$ cat config.mk
export PLATFORM = sky130hd
export DESIGN_NAME = sensor_gated_feeder_control
export DESIGN_NICKNAME = d
export VERILOG_FILES = /design/src/rtl/sgfc_pkg.sv /design/src/rtl/sensor_gated_feeder_control.sv
export SDC_FILE = /design/constraint.sdc
export NUM_CORES = 1
export LEC_CHECK = 0
export ABC_AREA = 1
export BUFFER_PORTS_ARGS = -buffer_cell sky130_fd_sc_hd__buf_2
export CAP_MARGIN = 15
export CORE_ASPECT_RATIO = 0.9
export CORE_MARGIN = 2
export CORE_UTILIZATION = 59
export CTS_CLUSTER_SIZE = 24
export DETAILED_ROUTE_END_ITERATION = 7
export GPL_TIMING_DRIVEN = 0
export PLACE_DENSITY = 0.9
export SLEW_MARGIN = 15
export SYNTH_ARGS = -nofsm -noshare
export SYNTH_HDL_FRONTEND = slang
export SYNTH_SLANG_ARGS = --single-unit
$ cat constraint.sdc
create_clock -name clk -period 3.72 [get_ports clk]
set_clock_uncertainty 0.05 [all_clocks]
set_input_delay 0.186 -clock clk [delete_from_list [all_inputs] [get_ports clk]]
set_output_delay 0.186 -clock clk [all_outputs]
set_load 0.05 [all_outputs]
$ cat src/rtl/sgfc_pkg.sv
package sgfc_pkg;

  // Motor owner codes
  typedef enum logic [1:0] {
    OWN_NONE   = 2'd0,
    OWN_MANUAL = 2'd1,
    OWN_AUTO   = 2'd2
  } owner_t;

  // Register map (word index on the APB port)
  typedef enum logic [2:0] {
    REG_BALL_THRESHOLD   = 3'd0,
    REG_PUNCHER_HOLD     = 3'd1,
    REG_RUMBLE_AFTER     = 3'd2,
    REG_OVERFLOW_TIMEOUT = 3'd3,
    REG_LONG_PRESS       = 3'd4,
    REG_SPEED_IN         = 3'd5,
    REG_SPEED_OUT        = 3'd6,
    REG_SPEED_OVERFLOW   = 3'd7
  } reg_index_t;

  localparam int TICK_W  = 12;
  localparam int THR_W   = 12;
  localparam int VIN_W   = 10;
  localparam int VEL_W   = 11;
  localparam int ADDR_W  = 5;
  localparam int DATA_W  = 32;

  localparam logic [THR_W-1:0]         BALL_THRESHOLD_RST   = 12'd2000;
  localparam logic [TICK_W-1:0]        PUNCHER_HOLD_RST     = 12'd250;
  localparam logic [TICK_W-1:0]        RUMBLE_AFTER_RST     = 12'd100;
  localparam logic [TICK_W-1:0]        OVERFLOW_TIMEOUT_RST = 12'd100;
  localparam logic [TICK_W-1:0]        LONG_PRESS_RST       = 12'd10;
  localparam logic [VIN_W-1:0]         SPEED_IN_RST         = 10'd600;
  localparam logic signed [VEL_W-1:0]  SPEED_OUT_RST        = -11'sd600;
  localparam logic signed [VEL_W-1:0]  SPEED_OVERFLOW_RST   = -11'sd300;

endpackage

$ cat src/rtl/sensor_gated_feeder_control.sv
// Channel   Direction  Handshake                 Payload
// tick      in         tick_valid / tick_stall   4 button levels, 4 sensor samples
// result    out        result_valid / result_stall  velocity, owner, 6 flags
// config    in         APB psel/penable/pwrite   8 registers at 4*index
//
// One tick is taken per cycle unless tick_stall holds it off; a tick passes through the input
// register, then the result register, with a single pass of button, sensor and speed logic.
// The result register lets a new tick enter while a finished result is stalled.
// rst is synchronous: it clears the valid flags and control state and reloads the register defaults.
// tick_stall rises only when the input register is full and the result is stalled.
module sensor_gated_feeder_control #(
  parameter int COUNT_WIDTH  = 12,
  parameter int SENSOR_WIDTH = 12
) (
  input  logic                                 clk,
  input  logic                                 rst,
  // tick channel
  input  logic                                 tick_valid,
  output logic                                 tick_stall,
  input  logic                                 combo_button,
  input  logic                                 out_button,
  input  logic                                 in_button,
  input  logic                                 toggle_button,
  input  logic [SENSOR_WIDTH-1:0]              puncher_level,
  input  logic [SENSOR_WIDTH-1:0]              overflow_level,
  input  logic [SENSOR_WIDTH-1:0]              bottom_level,
  input  logic [SENSOR_WIDTH-1:0]              top_level,
  // result channel
  output logic                                 result_valid,
  input  logic                                 result_stall,
  output logic signed [sgfc_pkg::VEL_W-1:0]    motor_velocity,
  output logic [1:0]                           owner,
  output logic                                 auto_enabled,
  output logic                                 ball_seen_puncher,
  output logic                                 ball_at_puncher,
  output logic                                 ball_at_overflow,
  output logic                                 ball_in_feed,
  output logic                                 rumble,
  // configuration port
  input  logic                                 psel,
  input  logic                                 penable,
  input  logic                                 pwrite,
  input  logic [sgfc_pkg::ADDR_W-1:0]          paddr,
  input  logic [sgfc_pkg::DATA_W-1:0]          pwdata,
  output logic [sgfc_pkg::DATA_W-1:0]          prdata,
  output logic                                 pready
);

  localparam int CMP_W  = (COUNT_WIDTH > sgfc_pkg::TICK_W) ? COUNT_WIDTH : sgfc_pkg::TICK_W;
  localparam int SCMP_W = (SENSOR_WIDTH > sgfc_pkg::THR_W) ? SENSOR_WIDTH : sgfc_pkg::THR_W;
  localparam int VW     = sgfc_pkg::VEL_W;
  localparam int NW     = sgfc_pkg::VIN_W;

  // configuration registers
  logic [sgfc_pkg::THR_W-1:0]  ball_threshold;
  logic [sgfc_pkg::TICK_W-1:0] puncher_hold_ticks;
  logic [sgfc_pkg::TICK_W-1:0] rumble_after_ticks;
  logic [sgfc_pkg::TICK_W-1:0] overflow_timeout_ticks;
  logic [sgfc_pkg::TICK_W-1:0] long_press_ticks;
  logic [NW-1:0]               speed_in;
  logic signed [VW-1:0]        speed_out;
  logic signed [VW-1:0]        speed_overflow;

  logic                        cfg_write;
  sgfc_pkg::reg_index_t        cfg_sel;

  // control state
  sgfc_pkg::owner_t            owner_reg, owner_reg_next;
  logic signed [VW-1:0]        speed_reg, speed_reg_next;
  logic                        auto_on, auto_on_next;
  logic                        auto_was_on, auto_was_on_next;
  logic                        overflow_mode, overflow_mode_next;
  logic [COUNT_WIDTH-1:0]      overflow_count, overflow_count_next;
  logic [COUNT_WIDTH-1:0]      puncher_count, puncher_count_next;
  logic [COUNT_WIDTH-1:0]      combo_count, combo_count_next;
  logic                        puncher_latch, puncher_latch_next;
  logic                        rumble_reg, rumble_reg_next;
  logic [3:0]                  last_buttons;

  // input register
  logic                        s1_valid;
  logic [3:0]                  s1_buttons;
  logic [SENSOR_WIDTH-1:0]     s1_puncher, s1_overflow, s1_bottom, s1_top;

  logic                        tick_accept;
  logic                        advance;

  // per-tick combinational results
  logic                        seen, over_ball, bot_ball, top_ball, feed_ball;
  logic signed [VW-1:0]        vel;
  logic [NW+2:0]               speed_in_x7;
  logic signed [VW-1:0]        speed_in_full, speed_in_78, speed_in_14;

  assign pready    = 1'b1;
  assign cfg_write = psel && penable && pwrite && pready;
  assign cfg_sel   = sgfc_pkg::reg_index_t'(paddr[4:2]);

  // register writes
  always_ff @(posedge clk) begin
    if (rst) begin
      ball_threshold         <= sgfc_pkg::BALL_THRESHOLD_RST;
      puncher_hold_ticks     <= sgfc_pkg::PUNCHER_HOLD_RST;
      rumble_after_ticks     <= sgfc_pkg::RUMBLE_AFTER_RST;
      overflow_timeout_ticks <= sgfc_pkg::OVERFLOW_TIMEOUT_RST;
      long_press_ticks       <= sgfc_pkg::LONG_PRESS_RST;
      speed_in               <= sgfc_pkg::SPEED_IN_RST;
      speed_out              <= sgfc_pkg::SPEED_OUT_RST;
      speed_overflow         <= sgfc_pkg::SPEED_OVERFLOW_RST;
    end else if (cfg_write) begin
      unique case (cfg_sel)
        sgfc_pkg::REG_BALL_THRESHOLD:   ball_threshold         <= pwdata[11:0];
        sgfc_pkg::REG_PUNCHER_HOLD:     puncher_hold_ticks     <= pwdata[11:0];
        sgfc_pkg::REG_RUMBLE_AFTER:     rumble_after_ticks     <= pwdata[11:0];
        sgfc_pkg::REG_OVERFLOW_TIMEOUT: overflow_timeout_ticks <= pwdata[11:0];
        sgfc_pkg::REG_LONG_PRESS:       long_press_ticks       <= pwdata[11:0];
        sgfc_pkg::REG_SPEED_IN:         speed_in               <= pwdata[NW-1:0];
        sgfc_pkg::REG_SPEED_OUT:        speed_out              <= $signed(pwdata[VW-1:0]);
        sgfc_pkg::REG_SPEED_OVERFLOW:   speed_overflow         <= $signed(pwdata[VW-1:0]);
        default: ;
      endcase
    end
  end

  // register reads
  always_comb begin
    unique case (cfg_sel)
      sgfc_pkg::REG_BALL_THRESHOLD:   prdata = 32'(ball_threshold);
      sgfc_pkg::REG_PUNCHER_HOLD:     prdata = 32'(puncher_hold_ticks);
      sgfc_pkg::REG_RUMBLE_AFTER:     prdata = 32'(rumble_after_ticks);
      sgfc_pkg::REG_OVERFLOW_TIMEOUT: prdata = 32'(overflow_timeout_ticks);
      sgfc_pkg::REG_LONG_PRESS:       prdata = 32'(long_press_ticks);
      sgfc_pkg::REG_SPEED_IN:         prdata = 32'(speed_in);
      sgfc_pkg::REG_SPEED_OUT:        prdata = 32'(unsigned'(32'(speed_out)));
      sgfc_pkg::REG_SPEED_OVERFLOW:   prdata = 32'(unsigned'(32'(speed_overflow)));
      default:                        prdata = '0;
    endcase
  end

  // handshake: the input register drains whenever the result register can load
  assign advance     = s1_valid && !(result_valid && result_stall);
  assign tick_stall  = s1_valid && result_valid && result_stall;
  assign tick_accept = tick_valid && !tick_stall;

  // input register
  always_ff @(posedge clk) begin
    if (rst) begin
      s1_valid <= 1'b0;
    end else if (tick_accept) begin
      s1_valid <= 1'b1;
    end else if (advance) begin
      s1_valid <= 1'b0;
    end
  end

  always_ff @(posedge clk) begin
    if (tick_accept) begin
      s1_buttons  <= {toggle_button, in_button, out_button, combo_button};
      s1_puncher  <= puncher_level;
      s1_overflow <= overflow_level;
      s1_bottom   <= bottom_level;
      s1_top      <= top_level;
    end
  end

  // reduced intake speeds: seven eighths and one quarter, rounded down
  assign speed_in_x7   = {speed_in, 3'b000} - {3'b000, speed_in};
  assign speed_in_full = $signed({1'b0, speed_in});
  assign speed_in_78   = $signed({1'b0, speed_in_x7[NW+2:3]});
  assign speed_in_14   = $signed({3'b000, speed_in[NW-1:2]});

  // buttons, sensors and automatic speed for the tick in the input register
  always_comb begin
    logic c_now, o_now, i_now, t_now;
    logic c_was, o_was, i_was, t_was;

    c_now = s1_buttons[0];
    o_now = s1_buttons[1];
    i_now = s1_buttons[2];
    t_now = s1_buttons[3];
    c_was = last_buttons[0];
    o_was = last_buttons[1];
    i_was = last_buttons[2];
    t_was = last_buttons[3];

    owner_reg_next      = owner_reg;
    speed_reg_next      = speed_reg;
    auto_on_next        = auto_on;
    auto_was_on_next    = auto_was_on;
    overflow_mode_next  = overflow_mode;
    overflow_count_next = overflow_count;
    puncher_count_next  = puncher_count;
    combo_count_next    = combo_count;
    puncher_latch_next  = puncher_latch;
    rumble_reg_next     = rumble_reg;

    // combo: short press toggles auto, long hold runs reverse
    if (c_now != c_was) begin
      if (!c_now) begin
        if (CMP_W'(combo_count) <= CMP_W'(long_press_ticks)) begin
          if (auto_on_next) begin
            auto_was_on_next = 1'b1;
            auto_on_next     = 1'b0;
            owner_reg_next   = sgfc_pkg::OWN_NONE;
          end else begin
            auto_was_on_next = 1'b0;
            auto_on_next     = 1'b1;
            owner_reg_next   = sgfc_pkg::OWN_AUTO;
          end
        end else begin
          owner_reg_next = sgfc_pkg::OWN_NONE;
          speed_reg_next = '0;
        end
        combo_count_next = '0;
      end
    end else if (c_now) begin
      if (CMP_W'(combo_count) > CMP_W'(long_press_ticks)) begin
        owner_reg_next = sgfc_pkg::OWN_MANUAL;
        speed_reg_next = speed_out;
      end
      if (combo_count != '1) combo_count_next = combo_count + COUNT_WIDTH'(1);
    end

    // feed out button
    if (o_now != o_was) begin
      owner_reg_next = o_now ? sgfc_pkg::OWN_MANUAL : sgfc_pkg::OWN_NONE;
    end else if (o_now) begin
      speed_reg_next = speed_out;
    end

    // feed in button
    if (i_now != i_was) begin
      owner_reg_next = i_now ? sgfc_pkg::OWN_MANUAL : sgfc_pkg::OWN_NONE;
    end else if (i_now) begin
      speed_reg_next = speed_in_full;
    end

    // toggle button rising edge
    if (t_now && !t_was) begin
      if (auto_on_next) begin
        auto_was_on_next = 1'b1;
        auto_on_next     = 1'b0;
        owner_reg_next   = sgfc_pkg::OWN_NONE;
      end else begin
        auto_was_on_next = 1'b0;
        auto_on_next     = 1'b1;
        owner_reg_next   = sgfc_pkg::OWN_AUTO;
      end
    end

    // ball flags
    seen      = SCMP_W'(s1_puncher)  < SCMP_W'(ball_threshold);
    over_ball = SCMP_W'(s1_overflow) < SCMP_W'(ball_threshold);
    bot_ball  = SCMP_W'(s1_bottom)   < SCMP_W'(ball_threshold);
    top_ball  = SCMP_W'(s1_top)      < SCMP_W'(ball_threshold);
    feed_ball = bot_ball || top_ball;

    // puncher latch with hold timeout and rumble
    if (seen) begin
      puncher_count_next = '0;
      puncher_latch_next = 1'b1;
      rumble_reg_next    = 1'b0;
    end else begin
      if (CMP_W'(puncher_count) > CMP_W'(puncher_hold_ticks)) begin
        puncher_latch_next = 1'b0;
      end else if (CMP_W'(puncher_count) > CMP_W'(rumble_after_ticks)) begin
        rumble_reg_next = 1'b1;
      end
      if (puncher_count != '1) puncher_count_next = puncher_count + COUNT_WIDTH'(1);
    end

    // automatic speed
    if (owner_reg_next == sgfc_pkg::OWN_AUTO) begin
      if (auto_on_next) begin
        auto_was_on_next = 1'b1;
        if (overflow_mode) begin
          speed_reg_next = speed_overflow;
          if (over_ball) begin
            overflow_count_next = '0;
          end else if (feed_ball ||
                       CMP_W'(overflow_count) > CMP_W'(overflow_timeout_ticks)) begin
            overflow_mode_next = 1'b0;
          end else if (overflow_count != '1) begin
            overflow_count_next = overflow_count + COUNT_WIDTH'(1);
          end
        end else if (!puncher_latch_next) begin
          speed_reg_next = speed_in_full;
        end else if (over_ball) begin
          overflow_mode_next = 1'b1;
          speed_reg_next     = speed_overflow;
        end else if (!top_ball) begin
          speed_reg_next = bot_ball ? speed_in_14 : speed_in_78;
        end else begin
          speed_reg_next = '0;
        end
      end else if (auto_was_on_next) begin
        speed_reg_next   = '0;
        auto_was_on_next = 1'b0;
      end
    end

    vel = (owner_reg_next == sgfc_pkg::OWN_NONE) ? '0 : speed_reg_next;
  end

  // state update on each transfer into the result register
  always_ff @(posedge clk) begin
    if (rst) begin
      owner_reg      <= sgfc_pkg::OWN_NONE;
      speed_reg      <= '0;
      auto_on        <= 1'b0;
      auto_was_on    <= 1'b0;
      overflow_mode  <= 1'b0;
      overflow_count <= '0;
      puncher_count  <= '0;
      combo_count    <= '0;
      puncher_latch  <= 1'b0;
      rumble_reg     <= 1'b0;
      last_buttons   <= '0;
    end else if (advance) begin
      owner_reg      <= owner_reg_next;
      speed_reg      <= speed_reg_next;
      auto_on        <= auto_on_next;
      auto_was_on    <= auto_was_on_next;
      overflow_mode  <= overflow_mode_next;
      overflow_count <= overflow_count_next;
      puncher_count  <= puncher_count_next;
      combo_count    <= combo_count_next;
      puncher_latch  <= puncher_latch_next;
      rumble_reg     <= rumble_reg_next;
      last_buttons   <= s1_buttons;
    end
  end

  // result register
  always_ff @(posedge clk) begin
    if (rst) begin
      result_valid <= 1'b0;
    end else if (advance) begin
      result_valid <= 1'b1;
    end else if (!result_stall) begin
      result_valid <= 1'b0;
    end
  end

  always_ff @(posedge clk) begin
    if (advance) begin
      motor_velocity    <= vel;
      owner             <= owner_reg_next;
      auto_enabled      <= auto_on_next;
      ball_seen_puncher <= seen;
      ball_at_puncher   <= puncher_latch_next;
      ball_at_overflow  <= over_ball;
      ball_in_feed      <= feed_ball;
      rumble            <= rumble_reg_next;
    end
  end

endmodule

# After elaboration in Yosys (flattened, before gate mapping)
# Cells that the tools add are included.
op_classes:
  add_sub_neg: 4
  magnitude_cmp: 9
  eq_ne: 17
  muxes: 67
  n_reduce_logical: 32
op_table:
  columns: ["op", "count"]
  rows:
  - ["32-bit one-hot mux with 8 select lines", 1]
  - ["11-bit two-way mux", 15]
  - ["12-bit two-way mux", 9]
  - ["12-bit greater-than comparator", 4]
  - ["12-bit less-than comparator", 4]
  - ["12-bit by 1-bit adder with 12-bit output, second input constant", 3]
  - ["12-bit != test, second input constant", 3]
  - ["1-bit two-way mux", 30]
  - ["10-bit two-way mux", 2]
  - ["2-bit two-way mux", 10]
  - ["2-bit AND reduction", 9]
  - ["13-bit by 10-bit subtractor with 13-bit output", 1]
  - ["3-bit equality test, second input constant", 4]
  - ["12-bit less-or-equal comparator", 1]
  - ["2-bit nonzero test", 5]
  - ["1-bit logical AND", 8]
  - ["3-bit by 2-bit equality test with 1-bit output, second input constant", 2]
  - ["6-bit AND reduction", 1]
  - ["2-bit != test, second input constant", 2]
  - ["4-bit AND reduction", 1]
  - ["3-bit by 1-bit equality test with 1-bit output, second input constant", 1]
  - ["1-bit zero test", 3]
  - ["3-bit zero test", 1]
  - ["1-bit != test", 3]
  - ["5 further kinds", 6]
word_totals:
  ff_bits: 223
  inputBits: 96
  output_inout_bits: 54
  word_cells: 163

# Logic depth before layout (Yosys ltp)
logic_depth:
  depth_word: 11
  depth_mapped: 24
  ltp_nobuf: 24

# Worst setup path after synthesis
# No wires, ideal clock.
synth_path:
  path_type: "input -> output"
  startpoint: "input port paddr[3] in the netlist's numbering"
  endpoint: "output port prdata[10] in the netlist's numbering"
  arrival_ns: 2.904
  required_time_ns: 3.484
  slack_ns: 0.580
  path_stages: 6
  path_buffers: 0
  cell_sequence: "inv_1 -> nor3_2 -> inv_1 -> o22ai_1 -> a21oi_1 -> o211ai_1"
synth_between:
  elab_chain_cells: 2
  word_cells_on_any_way: 9
  classes_between: "eq/ne: 7; mux: 1; reduce/logical: 1"
synth_lines:
  columns: ["item", "line", "text"]
  rows:
  - ["start, declared", "sensor_gated_feeder_control.sv:43", "input logic [sgfc_pkg::ADDR_W-1:0] paddr,"]
  - ["3-bit equality test, or another cell as far along", "sensor_gated_feeder_control.sv:126", "unique case (cfg_sel)"]
  - ["32-bit one-hot mux with 8 select lines (*)", "sensor_gated_feeder_control.sv:126", null]
  - ["end, declared", "sensor_gated_feeder_control.sv:45", "output logic [sgfc_pkg::DATA_W-1:0] prdata,"]
# Every way passes the cells marked *; elsewhere a longest branch is shown, timed or not.

# Worst setup path in the final report
layout_path:
  startpoint: "register long_press_ticks[11] in the netlist's numbering"
  endpoint: "register motor_velocity[2] in the netlist's numbering (data pin)"
layout_between:
  word_cells_on_any_way: 35
  classes_between: "order compare: 2; eq/ne: 1; mux: 31; reduce/logical: 1"
layout_rtl:
  columns: ["item", "line", "text"]
  rows:
  - ["start, declared", "sensor_gated_feeder_control.sv:59", "logic [sgfc_pkg::TICK_W-1:0] long_press_ticks;"]
  - ["start signal, assigned", "sensor_gated_feeder_control.sv:105", "long_press_ticks <= sgfc_pkg::LONG_PRESS_RST;"]
  - ["start signal, assigned", "sensor_gated_feeder_control.sv:115", "sgfc_pkg::REG_LONG_PRESS: long_press_ticks <= pwdata[11:0];"]
  - ["12-bit less-or-equal comparator (*)", "sensor_gated_feeder_control.sv:199", "if (CMP_W'(combo_count) <= CMP_W'(long_press_ticks)) begin"]
  - ["1-bit two-way mux (*)", "sensor_gated_feeder_control.sv:199", null]
  - ["1-bit two-way mux (*)", "sensor_gated_feeder_control.sv:198", "if (!c_now) begin"]
  - ["1-bit two-way mux (*)", "sensor_gated_feeder_control.sv:197", "if (c_now != c_was) begin"]
  - ["1-bit two-way mux", "sensor_gated_feeder_control.sv:239", "if (auto_on_next) begin"]
  - ["1-bit two-way mux (*)", "sensor_gated_feeder_control.sv:238", "if (t_now && !t_was) begin"]
  - ["named net auto_on_next", "sensor_gated_feeder_control.sv:70", "logic auto_on, auto_on_next;"]
  - ["11-bit two-way mux (*)", "sensor_gated_feeder_control.sv:273", "if (auto_on_next) begin"]
  - ["11-bit two-way mux (*)", "sensor_gated_feeder_control.sv:272", "if (owner_reg_next == sgfc_pkg::OWN_AUTO) begin"]
  - ["end signal, assigned", "sensor_gated_feeder_control.sv:346", "motor_velocity <= vel;"]
  - ["end, declared", "sensor_gated_feeder_control.sv:31", "output logic signed [sgfc_pkg::VEL_W-1:0] motor_velocity,"]
# Mark *: on every way through the listed nets, which the timed path passes. The rest lies on a longest branch.
# A chain may end at the register's enable or synchronous reset.

==> metrics.md <==
| Metric | Value |
|---|---|
| Status | finished, final reports clean |
| Dpl cells | 2090 |
| Final #Nets | 2084 |
| Num Clock Sinks | 223 |
| Synthesized area | 12800 um2 |
| Slew headroom | 41.1% |
| Ys async rst share | 0% |
| Via-to-Cell Ratio | 5.80 |
| Leading area contributor after synthesis | dfxtp_1 |
| Clock H-tree levels | 1 |
| Final setup fails | 0 |
| Cell Area, Placed | 13900 um2 |
| Unrepaired setup endpoints after global routing | no |
| Worst r2r dst | motor_velocity[2]$_SDFFCE_PN0P_ |
| Met1 usage | 40.3% |
| Hold violation count in the final report | 0 |
| XOR/XNOR Fraction of Synth Area | 0.682% |
| Post-Synth Adder-Cell Area | 10.1% |
| Global Route Usage Sum | 34.9% |
| Final antenna-violating net count | 0 |
| Initial drt markers | 1171 |
| CTS tree | done |
| RePlAce Congestion | 1.02 |
| Fmax | 299 MHz |
| Finished Core Util | 71.0% |
| Sequential share of the synthesized area | 40.3% |
| Hold_buf cts | 58 |
| GRT Max-Usage Layer | met2 |
| Slew Limit Fails | 0 |
| Worst Path Required | 4.04 ns |
| Hold path endpoint | overflow_timeout_ticks[2]$_SDFFE_PP1P_ |
| Fin crit share | 89.8% |
| Max-cap check violation count | 0 |
| Die width | 160 um |
| Total gr overflow | 0 |
| Worst hold start | pwdata[2] |
| PD cells | 400 nW/um2 |
| TritonRoute pass-1 iters | 6 |
| CTS resizes | 0 |
| First-pass GRT wire length | 63200 um |
| Most frequent cell after synthesis | nand2_1 |
| Worst EP arrival | 3.66 ns |
| Ant diodes | 0 |
| Largest family of logic cells by synthesized area | simple AND/OR/NAND/NOR gates |
| Yosys top cell area share | 23.7% |
| Initial Util | 59.7% |
| Core area | 21500 um2 |
| Yosys warns | 0 |
| Share of post-route cells with drive strength above 1 | 13.0% |
| Synth unique cells | 50 |
| Met3 usage | 6.81% |
| Synth cell count leaders | 303 x nand2_1, 242 x inv_1, 217 x a21oi_1, 152 x dfxtp_1, 133 x o21ai_0 |
| Number of fill cells | 1643 |
| Multiplexer share of the synthesized area | 0% |
| Pwr Total | 6.11 mW |
| Final wirelength | 41000 um |
| Area Overhead vs Synth | 18.9% |
| Postcts setup bufs | 0 |
| Total CTS buffers | 25 |
| PortBufs | 125 |
| Standard-cell rows | 51 |
| Worst-path fanout max | 10 |
| Simple-gate share of the synthesized area | 19.8% |
| Largest net degree at the start of global routing | 44 |
| Clock-pin transition on the worst setup and hold timing paths | 0.06 ns |
| R2r setup slk | 0.38 ns |
| LEAKAGE | 6.87 nW |
| Die area | 23000 um2 |
| Worst r2r path cells | 19 |
| Deepest clock path buffer count | 3 |
| Die height | 144 um |
| Final std cells w/o fill | 2194 |
| Antenna violations before repair | 0 |
| Syn Nets | 1873 |
| #FFs+latches synth | 223 |
| Crit path kind | flip-flop to flip-flop |
| Via Count | 12726 |
| Final min period | 3.34 ns |
| Met2 Use GR | 61.1% |
| Maximum VDD drop | 342 uV |
| Remaining DRCs | 0 |
| DR WL/cell | 18.7 um |
| Post-synth top flop | dfxtp_1 |
| Synth Area in Compound Gates | 18.7% |
| Setup TNS | 0 ns |
| Number of global-route vias before repair | 12350 |
| Clock root cell | clkbuf_16 |
| Top cells by area, synth | dfxtp_1 24%, edfxtp_1 17%, ha_1 10%, nand2_1 8.9%, a21oi_1 8.5% |
| Min-delay worst type | input port to flip-flop |
| Worst-Margin Slew | 0.883 ns |
| Reg2reg start | long_press_ticks[11]$_SDFFE_PP0P_ |
| Avg Cell Area, Syn | 7.68 um2 |
| Final instance area | 15300 um2 |
| Post-Synthesis Cells | 1673 |
| Worst hold stages | 3 |
| Hpwl dp | 29000 um |
| Post-synth EDFFs | 71 |
| Worst skew pair latency | 0.55 ns |
| Top Ports | 150 |
| Critical Path End Type | flip-flop |
| Critical Path Start Type | flip-flop |
## area by class of cell
cell class              instances  area, um2  share of cell area [%]
multi-input cells            1122       6340                    41.5
flip-flops and latches        223       5170                    33.9
repair buffers                184       1230                    8.03
inverters                     258        971                    6.36
clock buffers                  34        722                    4.73
plain buffers                  70        364                    2.38
well taps                     291        364                    2.38
clock inverters                12        106                   0.697
## cell families after synthesis
kind of cell,after synthesis
and+or+nand+nor,570
AOI/OAI and AO/OA,437
buffers and inverters,328
DFF,223
adders and majority gates,104
xor gates and xnor gates,10
other,1
## layout by cell type (no fill, tap or decap), types with 4 or more instances in the layout
cell	instances
nand2_1	303
o211ai_1	26
inv_1	241
edfxtp_1	71
dlygate4sd3_1	58
nor2_1	97
nand2_2	7
nand3b_1	5
clkinv_2	8
buf_4	20
clkbuf_1	43
buf_2	134
inv_2	12
clkbuf_16	27
nor2_4	4
nand3_1	85
a21oi_1	217
o21ai_0	133
xor2_1	8
dfxtp_1	152
nor3_1	14
nand4_1	33
a31oi_1	5
o22ai_1	22
ha_1	104
clkinv_1	4
a221oi_1	11
or2_2	4
## worst max-delay path by stage
stage                                                  from                               to  slack, ns  depth (start not counted)
final                     long_press_ticks[11]$_SDFFE_PP0P_  motor_velocity[2]$_SDFFCE_PN0P_       0.38                         19
after global routing      long_press_ticks[11]$_SDFFE_PP0P_  motor_velocity[4]$_SDFFCE_PN0P_       0.24                         19
after CTS                 long_press_ticks[11]$_SDFFE_PP0P_  motor_velocity[2]$_SDFFCE_PN0P_       0.43                         18
after detailed placement  long_press_ticks[11]$_SDFFE_PP0P_  motor_velocity[2]$_SDFFCE_PN0P_       0.47                         18
after global placement                             paddr[3]                       prdata[11]       0.58                          8
after floorplan                                    paddr[3]                       prdata[10]       0.58                          6
## stage by stage
step / hold WS, ns / setup WS (ns)
after floorplan: 0.235 / 0.580
after global placement: 0.312 / 0.579
after detailed placement: 0.314 / 0.466
after CTS: 0.00300 / 0.429
after global routing: 0.0285 / 0.236
final: 0.0310 / 0.381
## power breakdown
group,internal (mW),switching (mW)
registers,2.60,0.0404
logic,0.298,0.667
clock network,1.44,1.05
total,4.34,1.76
## critical path, stage by stage (launching register included)
cell and delay, ns:
dfxtp_1 0.34, inv_1 0.06, ha_1 0.31, nand2_1 0.12, inv_2 0.04, nand2_1 0.07
nor2_1 0.06, nand2_1 0.30, nand2_1 0.17, ha_1 0.30, inv_1 0.05, o21ai_2 0.19
nor2_1 0.10, nor2_4 0.32, inv_4 0.14, nor2_4 0.15, inv_2 0.05, nand2_4 0.12
nand2_1 0.09, a21oi_1 0.17
## metal layers
metal | vias up | wire length [um]
li1 | 6067 | -
met1 | 5813 | 15400
met2 | 657 | 19100
met3 | 189 | 3800
met4 | 0 | 2670
met5 | - | 0
No activity file was read; power rests on OpenSTA's default activity.
